$ cat config.mk
export PLATFORM = sky130hd
export DESIGN_NAME = lehmer_random_draw_unit_core
export DESIGN_NICKNAME = d
export VERILOG_FILES = /design/src/rtl/lrd_pkg.sv /design/src/rtl/lrd_mulred.sv /design/src/rtl/lehmer_random_draw_unit_core.sv
export VERILOG_INCLUDE_DIRS = /design/src /design/src/rtl
export SDC_FILE = /design/constraint.sdc
export NUM_CORES = 2
export LEC_CHECK = 0
export BUFFER_PORTS_ARGS = -buffer_cell sky130_fd_sc_hd__buf_4
export CAP_MARGIN = 20
export CORE_MARGIN = 10
export CORE_UTILIZATION = 64
export CTS_CLUSTER_SIZE = 12
export DETAILED_ROUTE_END_ITERATION = 12
export HOLD_SLACK_MARGIN = 0.03
export PLACE_DENSITY = 0.81
export SLEW_MARGIN = 40
export SYNTH_ARGS = -nofsm -noshare
export SYNTH_HDL_FRONTEND = slang
export SYNTH_HIERARCHICAL = 1
export SYNTH_SLANG_ARGS = --single-unit
$ cat constraint.sdc
create_clock -name clk_i -period 10.15 [get_ports clk_i]
set_input_delay 1.5225 -clock clk_i [delete_from_list [all_inputs] [get_ports clk_i]]
set_output_delay 1.5225 -clock clk_i [all_outputs]
set_load 0.1 [all_outputs]
$ cat src/rtl/lehmer_random_draw_unit_core_defines.svh
// Assertion macros for the Lehmer draw unit.
// Used by the top level; the macros expect clk_i and rst_ni in scope.
`ifndef LEHMER_RANDOM_DRAW_UNIT_CORE_DEFINES_SVH
`define LEHMER_RANDOM_DRAW_UNIT_CORE_DEFINES_SVH

// Same-cycle implication, checked outside reset.
`define LRD_ASSERT_NOW(lbl, ante, cons, msg) \
  lbl: assert property (@(posedge clk_i) disable iff (!rst_ni) (ante) |-> (cons)) \
    else $error(msg);

// Next-cycle implication, checked outside reset.
`define LRD_ASSERT_NEXT(lbl, ante, cons, msg) \
  lbl: assert property (@(posedge clk_i) disable iff (!rst_ni) (ante) |=> (cons)) \
    else $error(msg);

`endif

$ cat src/rtl/lrd_pkg.sv
// Shared types and constants for the Lehmer draw unit.
// No dependencies; used by lrd_mulred and lehmer_random_draw_unit_core.
`timescale 1ns / 1ps
`default_nettype none

package lrd_pkg;

  localparam int unsigned STATE_W  = 31;
  localparam int unsigned OPB_W    = 16;
  localparam int unsigned PROD_W   = STATE_W + OPB_W;
  localparam int unsigned QUOT_W   = OPB_W + 1;
  localparam int unsigned VALUE_W  = 32;

  // Modulus 2^31 - 1 and the minimal-standard multiplier
  localparam logic [STATE_W-1:0] MODULUS    = {STATE_W{1'b1}};
  localparam logic [OPB_W-1:0]   MULTIPLIER = 16'd16807;

  typedef enum logic [1:0] {
    MODE_RAW   = 2'd0,
    MODE_RANGE = 2'd1,
    MODE_BERN  = 2'd2,
    MODE_SKIP  = 2'd3
  } lrd_mode_e;

  typedef enum logic [2:0] {
    ST_IDLE,
    ST_MUL,
    ST_RED,
    ST_SPAN_MUL,
    ST_SPAN_RED,
    ST_DONE
  } lrd_state_e;

  // Result of reducing a product by the modulus
  typedef struct packed {
    logic [STATE_W-1:0] residue;
    logic [QUOT_W-1:0]  quot;
  } lrd_red_t;

endpackage

`default_nettype wire

$ cat src/rtl/lrd_mulred.sv
// Shared multiply and reduce unit: registered 31x16 product, then mod 2^31-1.
// Depends on lrd_pkg.
`timescale 1ns / 1ps
`default_nettype none

module lrd_mulred
  import lrd_pkg::*;
(
  input  wire logic               clk_i,
  input  wire logic [STATE_W-1:0] a_i,
  input  wire logic [OPB_W-1:0]   b_i,
  output lrd_red_t                red_o
);

  logic [PROD_W-1:0]  prod_q;
  logic [PROD_W-1:0]  prod_d;
  logic [OPB_W-1:0]   hi;
  logic [STATE_W-1:0] lo;
  logic [STATE_W:0]   fold;
  logic               wrap;

  // Multiply; the product is registered every cycle
  assign prod_d = PROD_W'(a_i) * PROD_W'(b_i);

  always_ff @(posedge clk_i) begin
    prod_q <= prod_d;
  end

  // Fold: 2^31 == 1 mod M, so p = hi*M + (hi + lo), and hi + lo < 2M
  assign hi   = prod_q[PROD_W-1:STATE_W];
  assign lo   = prod_q[STATE_W-1:0];
  assign fold = (STATE_W+1)'(hi) + (STATE_W+1)'(lo);
  assign wrap = (fold >= {1'b0, MODULUS});

  always_comb begin
    red_o.residue = wrap ? STATE_W'(fold - {1'b0, MODULUS}) : fold[STATE_W-1:0];
    red_o.quot    = QUOT_W'(hi) + QUOT_W'(wrap);
  end

endmodule

`default_nettype wire

$ cat src/rtl/lehmer_random_draw_unit_core.sv
// Lehmer minimal-standard draw unit: state' = 16807 * state mod (2^31 - 1).
// One word is taken at a time and the unit stalls its input until the result
// is in the output register. Raw and Bernoulli draws go through accept,
// multiply, reduce and hand to output; a range draw adds a second pass of
// the shared multiplier that scales by range_max, and a skip of n steps runs
// multiply and reduce n times. All arithmetic runs through one 31x16
// multiplier with a registered product and an end-around fold that reduces
// mod 2^31 - 1 with a single compare and subtract. A seed write loads the
// state directly. No clearing pass is needed after reset.
// Depends on lrd_pkg, lrd_mulred and lehmer_random_draw_unit_core_defines.svh.
`timescale 1ns / 1ps
`default_nettype none
`include "lehmer_random_draw_unit_core_defines.svh"

module lehmer_random_draw_unit_core
  import lrd_pkg::*;
(
  input  wire logic               clk_i,
  input  wire logic               rst_ni,
  // seed register
  input  wire logic               cfg_we_i,
  input  wire logic [STATE_W-1:0] cfg_wdata_i,
  // input words
  input  wire logic               in_valid_i,
  output logic                    in_stall_o,
  input  wire logic [1:0]         mode_i,
  input  wire logic [15:0]        range_max_i,
  input  wire logic signed [15:0] range_min_i,
  input  wire logic [STATE_W-1:0] prob_threshold_i,
  input  wire logic [15:0]        skip_count_i,
  // output words
  output logic                    out_valid_o,
  input  wire logic               out_stall_i,
  output logic signed [VALUE_W-1:0] value_o
);

  lrd_state_e          fsm_q, fsm_d;
  logic [STATE_W-1:0]  gen_state_q, gen_state_d;
  lrd_mode_e           mode_q, mode_d;
  logic [OPB_W-1:0]    rmax_q, rmax_d;
  logic [15:0]         rmin_q, rmin_d;
  logic [STATE_W-1:0]  thr_q, thr_d;
  logic [15:0]         cnt_q, cnt_d;
  logic [VALUE_W-1:0]  res_q, res_d;
  logic                out_valid_q, out_valid_d;
  logic [VALUE_W-1:0]  value_q, value_d;
  logic                accept;
  logic                out_free;
  logic [OPB_W-1:0]    opb;
  lrd_red_t            red;

  // Take a word only while idle
  assign in_stall_o = (fsm_q != ST_IDLE);
  assign accept     = in_valid_i && !in_stall_o;
  assign out_free   = !out_valid_q || !out_stall_i;

  // Shared multiplier: generator step or span scaling
  assign opb = (fsm_q == ST_SPAN_MUL) ? rmax_q : MULTIPLIER;

  lrd_mulred u_mulred (
    .clk_i (clk_i),
    .a_i   (gen_state_q),
    .b_i   (opb),
    .red_o (red)
  );

  // Sequencer
  always_comb begin
    fsm_d       = fsm_q;
    gen_state_d = gen_state_q;
    mode_d      = mode_q;
    rmax_d      = rmax_q;
    rmin_d      = rmin_q;
    thr_d       = thr_q;
    cnt_d       = cnt_q;
    res_d       = res_q;
    out_valid_d = out_valid_q;
    value_d     = value_q;

    // drop the output word once taken
    if (out_valid_q && !out_stall_i) begin
      out_valid_d = 1'b0;
    end

    case (fsm_q)
      ST_IDLE: begin
        if (accept) begin
          mode_d = lrd_mode_e'(mode_i);
          rmax_d = range_max_i;
          rmin_d = range_min_i;
          thr_d  = prob_threshold_i;
          cnt_d  = skip_count_i;
          if (lrd_mode_e'(mode_i) == MODE_SKIP && skip_count_i == 16'd0) begin
            res_d = VALUE_W'(gen_state_q);
            fsm_d = ST_DONE;
          end else begin
            fsm_d = ST_MUL;
          end
        end
      end
      ST_MUL: begin
        fsm_d = ST_RED;
      end
      ST_RED: begin
        gen_state_d = red.residue;
        case (mode_q)
          MODE_RAW: begin
            res_d = VALUE_W'(red.residue);
            fsm_d = ST_DONE;
          end
          MODE_RANGE: begin
            fsm_d = ST_SPAN_MUL;
          end
          MODE_BERN: begin
            res_d = VALUE_W'(red.residue < thr_q);
            fsm_d = ST_DONE;
          end
          MODE_SKIP: begin
            cnt_d = cnt_q - 16'd1;
            if (cnt_q == 16'd1) begin
              res_d = VALUE_W'(red.residue);
              fsm_d = ST_DONE;
            end else begin
              fsm_d = ST_MUL;
            end
          end
          default: begin
            fsm_d = ST_DONE;
          end
        endcase
      end
      ST_SPAN_MUL: begin
        fsm_d = ST_SPAN_RED;
      end
      ST_SPAN_RED: begin
        // floor(state * range_max / M) + range_min
        res_d = VALUE_W'(red.quot) + VALUE_W'(signed'(rmin_q));
        fsm_d = ST_DONE;
      end
      ST_DONE: begin
        // hold until the output register is free
        if (out_free) begin
          value_d     = res_q;
          out_valid_d = 1'b1;
          fsm_d       = ST_IDLE;
        end
      end
      default: begin
        fsm_d = ST_IDLE;
      end
    endcase

    // seed write loads the generator
    if (cfg_we_i) begin
      gen_state_d = cfg_wdata_i;
    end
  end

  // Control registers
  always_ff @(posedge clk_i or negedge rst_ni) begin
    if (!rst_ni) begin
      fsm_q       <= ST_IDLE;
      gen_state_q <= STATE_W'(1);
      out_valid_q <= 1'b0;
    end else begin
      fsm_q       <= fsm_d;
      gen_state_q <= gen_state_d;
      out_valid_q <= out_valid_d;
    end
  end

  // Payload registers
  always_ff @(posedge clk_i) begin
    mode_q  <= mode_d;
    rmax_q  <= rmax_d;
    rmin_q  <= rmin_d;
    thr_q   <= thr_d;
    cnt_q   <= cnt_d;
    res_q   <= res_d;
    value_q <= value_d;
  end

  assign out_valid_o = out_valid_q;
  assign value_o     = signed'(value_q);

  // Checks
  `LRD_ASSERT_NEXT(a_state_reduced, fsm_q == ST_RED && !cfg_we_i, gen_state_q != MODULUS, "state not reduced below modulus")
  `LRD_ASSERT_NOW(a_span_bound, fsm_q == ST_SPAN_RED, red.quot <= QUOT_W'(rmax_q), "range quotient exceeds span")
  `LRD_ASSERT_NOW(a_out_from_done, $rose(out_valid_o), $past(fsm_q) == ST_DONE, "output word without finished draw")
  `LRD_ASSERT_NEXT(a_zero_skip, accept && mode_i == MODE_SKIP && skip_count_i == 16'd0, fsm_q == ST_DONE && res_q == VALUE_W'($past(gen_state_q)), "zero skip must return current state")

endmodule

`default_nettype wire

==> metrics.md <==
| Metric | Value |
|---|---|
| Final Setup Violations | 0 |
| CP most frequent cell | fa_1 |
| Crit path time final | approximately 9.1 ns |
| Post-synth EDFFs | approximately 150 |
| Drt total wl | 78.1 mm |
| CP cell instances | nand2_1, nor2_1, and2_1, nand2_1, fa_1, inv_1, fa_1, fa_1, fa_1, fa_1, inv_1, fa_1, inv_1, ha_1, a2111o_1, a211oi_1, a2111oi_0, buf_4, o21ai_0, a31oi_1, nand3_1, nor3_1, o41ai_1, xnor2_1 |
| H-tree depth | 1 |
| Async SR Flop Fraction | between 15 and 20% |
| Main synth FF type | edfxtp_1 |
| R2r endpoint | u_mulred/prod_q[45] |
| DR vias | between 20,000 and 25,000 |
| Worst endpoint required time | about 11 ns |
| Unrepaired setup endpoints after global routing | no |
| Hold Buf Count CTS | 0 |
| Syn Nets | around 3,600 |
| Critical path launch point | fsm_q[0] |
| Fin. Hold Viols | 0 |
| Most frequent cells in the layout | 495 x inv_1, 406 x fa_1, 393 x nand2_1, 224 x and2_1, 192 x buf_4 |
| Max-slew violations | 0 |
| Max_cap viols | 0 |
| Longest Clk Path Bufs | 3 |
| Worst EP arrival | around 9.5 ns |
| Cts repair resizes | 0 |
| Initial DRC count | 2,083 |
| CTS Sinks | ~230 |
| CP Capture Type | register |
| Hold/Removal Path Class | reg2reg |
| Commonest non-fill, non-tap cell in the layout | inv_1 |
| Post-DP HPWL | between 60 and 70 mm |
| DRC viols | 0 |
| Cell count after synthesis | around 2,900 |
| Slew margin rel. | 39.3% |
| Slowest cell on crit path | and2_1 |
| Main area contributors after synthesis | fa_1 30%, edfxtp_1 16%, ha_1 8.6% |
| Setup TNS | 0 ns |
| Reg2reg setup slack | about 1.1 ns |
| Core area | about 42,000 um^2 |
| Vias per cell | slightly above 6 |
| Largest net degree at the start of global routing | 71 |
| Vias in the first global route | 22,465 |
| Synth warnings | 6 |
| Overall Global Routing Usage | 31.2% |
| Antenna violations before repair | 5 |
| Post-CTS setup buffers | 0 |
| Final period util | slightly below 90% |
| Root buffer cell | clkbuf_16 |
| Num ports | ~150 |
| Die width | 227 um |
| Critical Path End | u_mulred/prod_q[45] |
| Synth Cell Area | ~27,000 um^2 |
| GPL Wtd Cong | slightly below 1 |
| Clock latency on the worst-skew pair | ~0.53 ns |
| Row count | between 70 and 80 |
| Layout Nets | around 3,700 |
| Largest area contributor in the netlist | fa_1 |
| Fmax | around 110 MHz |
| Cts bufs inserted | 23 |
| Die area | 51,300 um^2 |
| Number of synthesized register bits | ~230 |
| Reg2Reg Depth | 24 |
| CP peak stage delay | around 0.8 ns |
| GR Overflow Total | 0 |
| Worst Setup Start Kind | register |
| Status | finished clean |
| Initial Util | between 60% and 70% |
| First-pass GRT wire length | about 120 mm |
| Share of the synthesized area in the top cell type | between 20% and 30% |
| Register area share after synthesis | around 23% |
| Die height | 227 um |
| Worst Tran Pin Value | 0.897 ns |
| Kind of critical path | reg2reg |
| DR WL/cell | 22.2 um |
| Share of post-route cells with drive strength above 1 | around 9.0% |
| Synth cell types | 74 |
| R2r startpoint | fsm_q[0] |
| CTS tree | built |
| Worst Skew | between 0.01 and 0.015 ns |
| Port Buffer Count | 150 |
| CTS clk-pin slew, worst paths | 0.07 ns |
| Pre-antenna DRT Iters | 6 |
| Critical path fanouts, max | 17 |
| Post-DRT Antenna Nets | 0 |
| Syn_area_per_cell | about 9.5 um^2 |
| Area delta synth->final | 8.86% |
==> state kept, by name, summed over array words and instances, names as in the netlist <==
signal	flops
cnt_q	16
fsm_q	3
gen_state_q	31
mode_q	2
out_valid_o	1
res_q	32
rmax_q	16
rmin_q	16
thr_q	31
u_mulred/prod_q	47
value_o	32
==> synth_stat cells (all sizes together) (35+ instances only) <==
cell type / number
o21ai: 108
a21oi: 90
nor2: 82
dfxtp: 47
a21o: 49
and2: 230
xnor2: 79
mux2i: 35
edfxtp: 145
fa: 406
nand2: 394
clkbuf: 118
xor2: 39
ha: 188
inv: 495
==> routing by layer <==
metal | global-route usage, % | share of wire [%] | wire length, um
met1 | 39.5 | 39 | 30100
met2 | 50.2 | 47 | 36400
met3 | 7.55 | 10 | 7780
met4 | 13.6 | 4.8 | 3770
met5 | 0 | 0.054 | 42
==> worst max-delay path: cells and delay by family (launching register included) <==
family	cells	cell delay, ns
simple gates	6	2.18
compound gates	6	2.13
xor+xnor	1	0.17
buf+inv	4	0.33
flops	1	0.56
fa+ha+maj	7	3.59
==> how the worst min path moves through the flow <==
stage | startpoint | endpoint | slack (ns) | depth (start not counted)
floorplan | res_q[0] | value_o[0] | 0.40 | 0
global placement | res_q[13] | value_o[13] | 0.40 | 0
detailed placement | res_q[27] | value_o[27] | 0.40 | 0
CTS | res_q[27] | value_o[27] | 0.42 | 0
global route | res_q[31] | value_o[31] | 0.42 | 0
finish | res_q[27] | value_o[27] | 0.42 | 0
==> area by class of cell <==
class | count | area (um^2)
inverters | 495 | 1860
repair buffers | 197 | 1520
flip-flops and latches | 227 | 6190
diodes | 2 | 5.00
clock buffers | 40 | 662
well taps | 539 | 674
fillers | 3153 | 12300
clock inverters | 2 | 15.0
multi-input cells | 2020 | 18800
==> kinds of logic after synthesis <==
group	count (synthesis)	share of synthesized area (%)
AO/OA/AOI/OAI	383	9.18
adder cells (fa/ha/maj)	594	38.4
buffers and inverters	626	8.70
flip-flops	227	22.6
XOR/XNOR	118	3.78
AND/OR/NAND/NOR	888	16.0
multiplexers	37	1.37
==> through the flow <==
stage | std cells | worst slack, ns | instance area (um^2) | hold slack, ns | util [%]
floorplan | 2873 | 2.97 | 27300 | 0.400 | -
global placement | 3474 | 1.43 | 28900 | 0.401 | 68.8
CTS | 3520 | 1.36 | 29700 | 0.418 | 70.7
detailed placement | 3478 | 1.43 | 29000 | 0.405 | 69.1
global route | 3521 | 0.754 | 29700 | 0.424 | 70.7
finish | 3522 | 1.09 | 29700 | 0.416 | 70.7
Power is not shown: default switching activity piles up to over one toggle a cycle in this logic, so the estimate is an artifact.
